`config.mk`:
```
export PLATFORM = sky130hd
export DESIGN_NAME = gas_sensor_ppm_converter
export DESIGN_NICKNAME = d
export VERILOG_FILES = /design/src/hdl/gspc_pkg.sv /design/src/hdl/gspc_mul.sv /design/src/hdl/gas_sensor_ppm_converter.sv
export SDC_FILE = /design/constraint.sdc
export NUM_CORES = 2
export LEC_CHECK = 0
export BUFFER_PORTS_ARGS = -buffer_cell sky130_fd_sc_hd__buf_4
export CORE_MARGIN = 2
export CORE_UTILIZATION = 45
export CTS_CLUSTER_DIAMETER = 60
export CTS_CLUSTER_SIZE = 25
export DETAILED_ROUTE_END_ITERATION = 8
export REMOVE_ABC_BUFFERS = 1
export SYNTH_ARGS = -nofsm -noshare
export SYNTH_HDL_FRONTEND = slang
export SYNTH_SLANG_ARGS = --single-unit
```
`constraint.sdc`:
```
create_clock -name clk -period 20.2 [get_ports clk]
set_clock_uncertainty 0.2 [all_clocks]
set_input_delay 4.04 -clock clk [delete_from_list [all_inputs] [get_ports clk]]
set_output_delay 4.04 -clock clk [all_outputs]
set_load 0.03 [all_outputs]
```
`src/hdl/gspc_pkg.sv`:
```
package gspc_pkg;

  localparam int ADC_BITS            = 12;
  localparam int TABLE_FRACTION_BITS = 12;
  localparam int SPR_DEFAULT         = 10;
  localparam int EXP_FRAC            = 12;   // curve exponent is Q3.12
  localparam int FULL_CV             = 330;
  localparam int CV_W                = 9;
  localparam int CAL_W               = 16;
  localparam int EXPN_W              = 15;
  localparam int PPM_W               = 32;
  localparam int CFG_IDX_W           = 1;
  localparam int CFG_DATA_W          = 16;

  localparam logic [30:0] ONE_Q30 = 31'h4000_0000;

  typedef enum logic [CFG_IDX_W-1:0] {
    REG_CAL_PPM   = 1'b0,
    REG_CURVE_EXP = 1'b1
  } cfg_reg_t;

  typedef struct packed {
    logic [ADC_BITS-1:0] adc_sample;
    logic                recalibrate;
  } in_item_t;

  typedef struct packed {
    logic [PPM_W-1:0] ppm_q8;
    logic [CV_W-1:0]  centivolts;
    logic             saturated;
    logic             calibrated_now;
  } out_item_t;

  typedef struct packed {
    logic [31:0] a;
    logic [31:0] b;
  } mul_req_t;

  // 2^(2^-k) in Q30, built by repeated truncating square roots from 2.0
  function automatic logic [30:0] exp2_factor(int k);
    logic [63:0] c;
    logic [63:0] v;
    logic [63:0] r;
    logic [63:0] b;
    c = 64'd1 << 31;
    for (int j = 1; j <= k; j++) begin
      v = c << 30;
      r = 64'd0;
      b = 64'd1 << 62;
      while (b > v) b = b >> 2;
      while (b != 64'd0) begin
        if (v >= r + b) begin
          v = v - (r + b);
          r = (r >> 1) + b;
        end else begin
          r = r >> 1;
        end
        b = b >> 2;
      end
      c = r;
    end
    return c[30:0];
  endfunction

endpackage

```
`src/hdl/gspc_mul.sv`:
```
module gspc_mul (
  input  logic              clk,
  input  gspc_pkg::mul_req_t req,
  output logic [63:0]       prod
);

  logic [63:0] prod_r;

  always_ff @(posedge clk) begin
    prod_r <= req.a * req.b;
  end

  assign prod = prod_r;

endmodule

```
`src/hdl/gas_sensor_ppm_converter.sv`:
```
// A sample that does not complete a reading is added to the running sum.
// A completing sample runs the divide (reciprocal multiply), the voltage, up to
// three log2 passes (none at an end voltage) and, where the reading needs them,
// the exponent term and an exp2 pass, all on the one shared multiplier, then
// shift and output; an output stall holds the result in ST_OUT.
// Reset (sync, active low): sum/count 0, calibration pending, reference 0.
module gas_sensor_ppm_converter #(
  parameter int SAMPLES_PER_READING = gspc_pkg::SPR_DEFAULT
) (
  input  logic                                clk,
  input  logic                                rst_n,
  input  logic                                in_valid,
  output logic                                in_ready,
  input  gspc_pkg::in_item_t                  in_data,
  output logic                                out_valid,
  input  logic                                out_ready,
  output gspc_pkg::out_item_t                 out_data,
  input  logic                                cfg_we,
  input  logic [gspc_pkg::CFG_IDX_W-1:0]      cfg_index,
  input  logic [gspc_pkg::CFG_DATA_W-1:0]     cfg_wdata
);
  import gspc_pkg::*;

  localparam int TFB     = TABLE_FRACTION_BITS;
  localparam int SUM_W   = ADC_BITS + $clog2(SAMPLES_PER_READING);
  localparam int CNT_W   = $clog2(SAMPLES_PER_READING + 1);
  // floor(sum / SPR) == (sum * RECIP) >> RECIP_SH for every sum below 2^SUM_W
  localparam int RECIP_SH = SUM_W + $clog2(SAMPLES_PER_READING);
  localparam logic [31:0] RECIP = 32'(((64'd1 << RECIP_SH) + 64'(SAMPLES_PER_READING)
                                       - 64'd1) / 64'(SAMPLES_PER_READING));
  localparam int K_W     = $clog2(TFB + 1);
  localparam int BI_W    = $clog2(TFB);
  localparam int LOGU_W  = 4 + TFB;          // msb index of a 16-bit value plus fraction
  localparam int LOG_W   = LOGU_W + 2;       // signed log ratio
  localparam int DELTA_W = LOG_W + 1;
  localparam int TQ_W    = DELTA_W + EXPN_W - EXP_FRAC + 2;
  localparam int Y_W     = TQ_W + 2;
  localparam logic signed [Y_W-1:0] Y_OFF = Y_W'(8 << TFB);
  localparam logic [EXP_FRAC-1:0] ROUND_UP = '1;

  typedef enum logic [3:0] {
    ST_IDLE, ST_DIV, ST_QUO, ST_CV_MUL, ST_CV, ST_LOG_INIT, ST_LOG_MUL, ST_LOG_STEP,
    ST_LOG_DONE, ST_T_MUL, ST_T, ST_EXP_MUL, ST_EXP_STEP, ST_SHIFT, ST_OUT
  } state_t;

  typedef enum logic [1:0] {LG_HI, LG_LO, LG_CAL} log_sel_t;

  state_t state_r;
  log_sel_t log_sel_r;

  // configuration
  logic [CAL_W-1:0]  cal_ppm_r;
  logic [EXPN_W-1:0] curve_exp_r;

  // accumulation
  logic [SUM_W-1:0] sum_r;
  logic [CNT_W-1:0] cnt_r;
  logic             pend_r;
  logic signed [LOG_W-1:0] ref_r;

  // divide by samples per reading on the shared multiplier
  logic [SUM_W-1:0]  num_r;
  logic [SUM_W-1:0]  quo_r;

  // log2 / exp2 iteration
  logic [15:0]       log_x_r;
  logic [30:0]       m_r;
  logic [LOGU_W-1:0] lg_r;
  logic [LOGU_W-1:0] l_hi_r;
  logic [K_W-1:0]    k_r;
  logic signed [DELTA_W-1:0] delta_r;
  logic signed [TQ_W-1:0]    tq_r;
  logic [TFB-1:0]    frac_r;
  logic [4:0]        ip_r;
  logic [30:0]       res_r;

  // result
  logic [PPM_W-1:0] ppm_r;
  logic [CV_W-1:0]  cv_r;
  logic             sat_r;
  logic             caln_r;
  logic             out_valid_r;
  out_item_t        out_data_r;

  mul_req_t    mreq;
  logic [63:0] prod;

  gspc_mul u_mul (
    .clk  (clk),
    .req  (mreq),
    .prod (prod)
  );

  // exp2 factor table, one entry per fraction bit
  logic [30:0] fact [TFB];
  for (genvar g = 0; g < TFB; g++) begin : g_fact
    localparam logic [30:0] FV = exp2_factor(g + 1);
    assign fact[g] = FV;
  end

  logic             acc_last;
  logic [SUM_W-1:0] sum_add;
  logic [31:0]      cv_full;
  logic [CV_W-1:0]  cv_v;
  logic [3:0]       lg_n;
  logic [31:0]      m2;
  logic [BI_W-1:0]  bit_idx;
  logic [BI_W-1:0]  k_idx;
  logic signed [LOG_W-1:0] lr_v;
  logic [DELTA_W-1:0] d_mag;
  logic [32:0]      t_mag;
  logic [TQ_W-1:0]  tq_mag;
  logic signed [TQ_W-1:0] tq_v;
  logic signed [Y_W-1:0]  y_v;
  logic [Y_W-TFB-1:0] y_ip;
  logic [PPM_W-1:0] shifted;

  assign sum_add  = sum_r + SUM_W'(in_data.adc_sample);
  assign acc_last = (cnt_r == CNT_W'(SAMPLES_PER_READING - 1));
  assign cv_full  = (prod[31:0] + (32'd1 << (ADC_BITS - 1))) >> ADC_BITS;
  assign cv_v     = (cv_full > 32'(FULL_CV)) ? CV_W'(FULL_CV) : cv_full[CV_W-1:0];
  assign m2       = prod[61:30];
  assign bit_idx  = BI_W'(TFB - int'(k_r));
  assign k_idx    = BI_W'(k_r - K_W'(1));
  assign lr_v     = $signed({2'b00, l_hi_r}) - $signed({2'b00, lg_r});
  assign d_mag    = delta_r[DELTA_W-1] ? DELTA_W'(-delta_r) : DELTA_W'(delta_r);
  assign t_mag    = prod[32:0];
  // negative products round toward minus infinity
  assign tq_mag   = delta_r[DELTA_W-1]
                  ? TQ_W'((t_mag + 33'(ROUND_UP)) >> EXP_FRAC)
                  : TQ_W'(t_mag >> EXP_FRAC);
  assign tq_v     = delta_r[DELTA_W-1] ? -$signed(tq_mag) : $signed(tq_mag);
  assign y_v      = $signed({{(Y_W-LOGU_W){1'b0}}, lg_r})
                  + {{(Y_W-TQ_W){tq_r[TQ_W-1]}}, tq_r} + Y_OFF;
  assign y_ip     = y_v[Y_W-1:TFB];
  assign shifted  = (ip_r == 5'd31) ? {res_r, 1'b0}
                  : (ip_r == 5'd30) ? {1'b0, res_r}
                  : PPM_W'(res_r >> (5'd30 - ip_r));

  always_comb begin
    lg_n = 4'd0;
    for (int i = 0; i < 16; i++) begin
      if (log_x_r[i]) lg_n = 4'(i);
    end
  end

  always_comb begin
    mreq = '0;
    unique case (state_r)
      ST_DIV: begin
        mreq.a = 32'(num_r);
        mreq.b = RECIP;
      end
      ST_CV_MUL: begin
        mreq.a = 32'(FULL_CV);
        mreq.b = 32'(quo_r[ADC_BITS-1:0]);
      end
      ST_LOG_MUL: begin
        mreq.a = {1'b0, m_r};
        mreq.b = {1'b0, m_r};
      end
      ST_T_MUL: begin
        mreq.a = 32'(d_mag);
        mreq.b = 32'(curve_exp_r);
      end
      ST_EXP_MUL: begin
        mreq.a = {1'b0, res_r};
        mreq.b = frac_r[bit_idx] ? {1'b0, fact[k_idx]} : {1'b0, ONE_Q30};
      end
      default: mreq = '0;
    endcase
  end

  always_ff @(posedge clk) begin
    if (!rst_n) begin
      state_r     <= ST_IDLE;
      cal_ppm_r   <= CAL_W'(20);
      curve_exp_r <= EXPN_W'(8495);
      sum_r       <= '0;
      cnt_r       <= '0;
      pend_r      <= 1'b1;
      ref_r       <= '0;
      out_valid_r <= 1'b0;
    end else begin
      if (cfg_we) begin
        unique case (cfg_reg_t'(cfg_index))
          REG_CAL_PPM:   cal_ppm_r   <= cfg_wdata[CAL_W-1:0];
          REG_CURVE_EXP: curve_exp_r <= cfg_wdata[EXPN_W-1:0];
          default: ;
        endcase
      end
      // ST_OUT reloads the register itself
      if (out_valid_r && out_ready && state_r != ST_OUT) out_valid_r <= 1'b0;

      unique case (state_r)
        ST_IDLE: begin
          if (in_valid) begin
            if (in_data.recalibrate) pend_r <= 1'b1;
            if (acc_last) begin
              sum_r   <= '0;
              cnt_r   <= '0;
              num_r   <= sum_add;
              state_r <= ST_DIV;
            end else begin
              sum_r <= sum_add;
              cnt_r <= cnt_r + CNT_W'(1);
            end
          end
        end
        ST_DIV: state_r <= ST_QUO;
        ST_QUO: begin
          quo_r   <= SUM_W'(prod >> RECIP_SH);
          state_r <= ST_CV_MUL;
        end
        ST_CV_MUL: state_r <= ST_CV;
        ST_CV: begin
          cv_r   <= cv_v;
          sat_r  <= 1'b0;
          caln_r <= 1'b0;
          if (cv_v == '0) begin
            ppm_r   <= '0;
            state_r <= ST_OUT;
          end else if (cv_v == CV_W'(FULL_CV)) begin
            ppm_r   <= '1;
            sat_r   <= 1'b1;
            state_r <= ST_OUT;
          end else begin
            log_x_r   <= 16'(CV_W'(FULL_CV) - cv_v);
            log_sel_r <= LG_HI;
            state_r   <= ST_LOG_INIT;
          end
        end
        ST_LOG_INIT: begin
          m_r     <= 31'({15'd0, log_x_r} << (5'd30 - 5'(lg_n)));
          lg_r    <= LOGU_W'(lg_n) << TFB;
          k_r     <= K_W'(1);
          state_r <= ST_LOG_MUL;
        end
        ST_LOG_MUL: state_r <= ST_LOG_STEP;
        ST_LOG_STEP: begin
          if (m2[31]) begin
            m_r  <= m2[31:1];
            lg_r <= lg_r | (LOGU_W'(1) << bit_idx);
          end else begin
            m_r <= m2[30:0];
          end
          if (k_r == K_W'(TFB)) begin
            state_r <= ST_LOG_DONE;
          end else begin
            k_r     <= k_r + K_W'(1);
            state_r <= ST_LOG_MUL;
          end
        end
        ST_LOG_DONE: begin
          unique case (log_sel_r)
            LG_HI: begin
              l_hi_r    <= lg_r;
              log_x_r   <= 16'(cv_r);
              log_sel_r <= LG_LO;
              state_r   <= ST_LOG_INIT;
            end
            LG_LO: begin
              if (pend_r) begin
                ref_r   <= lr_v;
                pend_r  <= 1'b0;
                caln_r  <= 1'b1;
                ppm_r   <= PPM_W'(cal_ppm_r) << 8;
                state_r <= ST_OUT;
              end else if (cal_ppm_r == '0) begin
                ppm_r   <= '0;
                state_r <= ST_OUT;
              end else begin
                delta_r <= DELTA_W'(ref_r) - DELTA_W'(lr_v);
                state_r <= ST_T_MUL;
              end
            end
            LG_CAL: begin
              if (y_v < 0) begin
                ppm_r   <= '0;
                state_r <= ST_OUT;
              end else if (y_ip >= (Y_W-TFB)'(32)) begin
                ppm_r   <= '1;
                sat_r   <= 1'b1;
                state_r <= ST_OUT;
              end else begin
                frac_r  <= y_v[TFB-1:0];
                ip_r    <= y_ip[4:0];
                res_r   <= ONE_Q30;
                k_r     <= K_W'(1);
                state_r <= ST_EXP_MUL;
              end
            end
            default: state_r <= ST_IDLE;
          endcase
        end
        ST_T_MUL: state_r <= ST_T;
        ST_T: begin
          if (tq_v == '0) begin
            ppm_r   <= PPM_W'(cal_ppm_r) << 8;
            state_r <= ST_OUT;
          end else begin
            tq_r      <= tq_v;
            log_x_r   <= cal_ppm_r;
            log_sel_r <= LG_CAL;
            state_r   <= ST_LOG_INIT;
          end
        end
        ST_EXP_MUL: state_r <= ST_EXP_STEP;
        ST_EXP_STEP: begin
          res_r <= prod[60:30];
          if (k_r == K_W'(TFB)) begin
            state_r <= ST_SHIFT;
          end else begin
            k_r     <= k_r + K_W'(1);
            state_r <= ST_EXP_MUL;
          end
        end
        ST_SHIFT: begin
          ppm_r   <= shifted;
          state_r <= ST_OUT;
        end
        ST_OUT: begin
          // wait for the result register to free up
          if (!out_valid_r || out_ready) begin
            out_valid_r               <= 1'b1;
            out_data_r.ppm_q8         <= ppm_r;
            out_data_r.centivolts     <= cv_r;
            out_data_r.saturated      <= sat_r;
            out_data_r.calibrated_now <= caln_r;
            state_r                   <= ST_IDLE;
          end
        end
        default: state_r <= ST_IDLE;
      endcase
    end
  end

  assign in_ready  = (state_r == ST_IDLE);
  assign out_valid = out_valid_r;
  assign out_data  = out_data_r;

  a_sat_all_ones: assert property (@(posedge clk) disable iff (!rst_n)
    out_valid |-> (!out_data.saturated || out_data.ppm_q8 == '1))
    else $error("saturated result not all ones");

  a_cal_interior: assert property (@(posedge clk) disable iff (!rst_n)
    (out_valid && out_data.calibrated_now) |->
      (out_data.centivolts != '0 && out_data.centivolts != CV_W'(FULL_CV)))
    else $error("reference taken at an end voltage");

  a_cv_range: assert property (@(posedge clk) disable iff (!rst_n)
    out_valid |-> (out_data.centivolts <= CV_W'(FULL_CV)))
    else $error("centivolts out of range");

  a_cnt_range: assert property (@(posedge clk) disable iff (!rst_n)
    cnt_r < CNT_W'(SAMPLES_PER_READING))
    else $error("sample count overran");

  a_cal_clears_pend: assert property (@(posedge clk) disable iff (!rst_n)
    (state_r == ST_LOG_DONE && log_sel_r == LG_LO && pend_r) |=> !pend_r)
    else $error("pending flag not cleared on calibration");

endmodule

```
==> flow_summary.ini <==
[grt]
grt_pass1_wl_mm = 287
track_usage = 0.306
overflow = 0
grt_max_degree = 69
grt_pass1_vias = 45000
antenna_found_initial = 3

[run_status]
status = finished, final reports clean

[place]
gp_congestion = 0.992
hpwl_mm = 151
io_buffer_count = 79
placed_cells_incl_taps = 7615
pre_cts_slack_ns = 7.05

[synth]
syn_avg_cell_area_um2 = 9.04
synthCells = 6097
synth-edff-count = 289
synth.distinct_cells = 93
ys_seq_elements = 425
synth_warnings = 0
synth_ff_type = edfxtp_1
async_flop_share = 0
ys_seq_area_frac = 0.207
netlist_area_um2 = 55100

[power]
total_power_mw = 2.66
leakagePower_nw = 26.3
power_density_nw_per_um2 = 45.0
peakVddDrop_mv = 0.0735

[route]
wl_per_cell_um = 24.9
met3_length_mm = 18.7
drt-pass1-iter-count = 6
drt_iter0_drc = 4759
antenna_left = 0
top_layer = met4
met1Wirelength_mm = 77.2
viasPerCell = 5.85
route.met2.wl_mm = 84.7
drcViolationCount = 0
wirelength_mm = 191
vias = 45000

[min_path]
hold_path.class = reg2reg

[sta]
worst_pin_slew_ns = 1.46
tns_ns = 0
fin_crit_sh = 0.663
final-setup-viol-count = 0
hold_viol = 0
slew_headroom = 0.0268
worst_slack_ns = 6.81
clock.fmax_ghz = 0.0747
fin_crit_ns = 13.39
rsz0062_at_grt = false
finalMaxSlewViolations = 0

[cells_and_area]
stdcell_count = 7687
fillCellCount = 11500
area_growth_pct = 7.39
drive_gt1_frac = 0.0647
final_nets = 7261
diodes = 0

[clocking]
hold_buffers = 0
tritoncts = built
insertion_delay_ns = 0.61
cts_setup_buffers = 0
cts_max_level = 2
post_cts_resized = 0
clock-sinks = 425
cts_buffer_depth = 3
cts.clk_slew.worst_paths_ns = 0.09
cts_inserted_buffers = 39
cts-root-buf = clkbuf_16

[floorplanning]
die_x_um = 354
design.die.area_um2 = 125000
start_util = 0.453
row_count = 128
chipHeight_um = 354
core_area_um2 = 122000
io_pins = 80

[worst_setup_path]
arrival_ns = 13.73
worst-setup-path-type = reg2reg
critPathLaunch = k_r[0]
crit_path_end_kind = flop
rr_endpoint = u_mul.prod[58]
cp_slowest_cell = xnor2_2
cpMostUsedCell = fa_1
worstPathRequired_ns = 20.54
critPathMaxFanout = 20
r2r-start = k_r[0]
rrSetupSlack_ns = 6.81
ff2ff_path_depth = 34
critPathCapture = u_mul.prod[58]
slowest_delay_ns = 0.85
start_kind = flop

[run]
max_cap_viol_count = 0
==> routing by layer <==
metal / vias to the layer above / global-route usage
met5: - / 0
met4: 0 / 0.141
met3: 437 / 0.0711
met2: 2206 / 0.472
met1: 22700 / 0.410
li1: 19700 / -
==> registers in the layout, indices dropped and copies added, names as in the netlist, 5 cells and up <==
| register | cells |
|---|---|
| sum_r | 16 |
| cv_r | 9 |
| ref_r | 17 |
| m_r | 31 |
| quo_r | 12 |
| delta_r | 18 |
| ppm_r | 32 |
| num_r | 16 |
| lg_r | 16 |
| u_mul.prod | 62 |
| l_hi_r | 16 |
| curve_exp_r | 15 |
| cal_ppm_r | 16 |
| tq_r | 24 |
| log_x_r | 16 |
| ip_r | 5 |
| res_r | 31 |
| frac_r | 12 |
| out_data | 43 |
==> how the worst min path moves through the flow <==
stage	from	endpoint	slack [ns]	cells past startpoint
4_1_cts	ppm_r[24]	out_data[35]	0.22	0
6_report	ppm_r[3]	out_data[14]	0.22	0
5_1_grt	ppm_r[24]	out_data[35]	0.23	0
3_5_place_dp	ppm_r[24]	out_data[35]	0.20	0
2_1_floorplan	caln_r	out_data[0]	0.20	0
3_3_place_gp	ppm_r[13]	out_data[24]	0.20	0
==> synth_stat cells, types with 21 or more instances <==
master / n / share of area
a211oi_1: 39 / 0.0053
a21o_1: 45 / 0.0061
a21oi_1: 259 / 0.024
a221oi_1: 22 / 0.0035
a22oi_1: 41 / 0.0056
a31oi_1: 34 / 0.0039
and2_1: 72 / 0.0082
and3_1: 38 / 0.0043
clkbuf_1: 304 / 0.021
dfxtp_1: 136 / 0.049
edfxtp_1: 289 / 0.16
fa_1: 841 / 0.31
ha_1: 354 / 0.080
inv_1: 918 / 0.063
mux2i_1: 88 / 0.016
nand2_1: 866 / 0.059
nand2b_1: 24 / 0.0027
nand3_1: 93 / 0.0084
nand4_1: 41 / 0.0047
nor2_1: 681 / 0.046
nor2b_1: 42 / 0.0048
nor3_1: 82 / 0.0074
nor4_1: 24 / 0.0027
o211ai_1: 34 / 0.0046
o21a_1: 27 / 0.0037
o21ai_0: 158 / 0.014
o31ai_1: 21 / 0.0029
xnor2_1: 129 / 0.021
xor2_1: 65 / 0.010
==> layout by cell type, fill, tap and decap left out, types with 12 or more instances in the layout <==
| master | instances |
|---|---|
| a211oi_1 | 38 |
| a21o_1 | 45 |
| a21oi_1 | 258 |
| a221oi_1 | 19 |
| a22oi_1 | 40 |
| a31oi_1 | 34 |
| and2_1 | 72 |
| and3_1 | 38 |
| buf_4 | 217 |
| clkbuf_16 | 39 |
| dfxtp_1 | 135 |
| edfxtp_1 | 289 |
| fa_1 | 841 |
| ha_1 | 354 |
| inv_1 | 918 |
| mux2_2 | 17 |
| mux2i_1 | 88 |
| mux4_2 | 15 |
| nand2_1 | 866 |
| nand2b_1 | 24 |
| nand3_1 | 92 |
| nand4_1 | 41 |
| nor2_1 | 679 |
| nor2b_1 | 42 |
| nor3_1 | 78 |
| nor4_1 | 20 |
| o211ai_1 | 34 |
| o21a_1 | 27 |
| o21ai_0 | 152 |
| o21bai_1 | 14 |
| o22ai_1 | 16 |
| o31ai_1 | 20 |
| or3_1 | 16 |
| or4_1 | 12 |
| xnor2_1 | 128 |
| xor2_1 | 64 |
==> report_power, final <==
part	switching, mW	leakage, nW	internal, mW
Sequential	0.0303	3.80	0.990
Combinational	0.573	21.8	0.241
Clock	0.428	0.683	0.398
Total	1.03	26.3	1.63
==> cell type report <==
type                    count  area [µm²]  area share
clock inverters            33         448     0.00757
flip-flops and latches    425       11400       0.193
well taps                1625        2030      0.0344
inverters                 924        3470      0.0586
clock buffers              39         976      0.0165
multi-input cells        4424       39200       0.663
repair buffers            217        1630      0.0275
==> critical path: cells and delay by family, from the launching register on <==
family | cells | cell delay (ns)
flops | 1 | 0.81
fa+ha+maj | 10 | 4.81
xor+xnor | 2 | 0.99
buf+inv | 6 | 1.13
simple gates | 4 | 0.85
compound gates | 12 | 4.51
==> cell families after synthesis <==
| kind of cell | after synthesis | share of synthesized area |
|---|---|---|
| muxes | 120 | 0.0256 |
| AOI/OAI and AO/OA | 874 | 0.105 |
| and+or+nand+nor | 2038 | 0.160 |
| buffers and inverters | 1248 | 0.0851 |
| xor gates and xnor gates | 195 | 0.0311 |
| adders and majority gates | 1197 | 0.386 |
| DFF | 425 | 0.207 |
==> per-stage QoR <==
stage | instance area [µm²] | hold WS (ns) | utilization
CTS | 59200 | 0.224 | 0.487
global route | 59200 | 0.232 | 0.487
floorplan | 53900 | 0.200 | -
finish | 59200 | 0.219 | 0.487
detailed placement | 57700 | 0.205 | 0.475
global placement | 57700 | 0.204 | 0.475
Note: power is estimated with default switching activity, not from simulation.
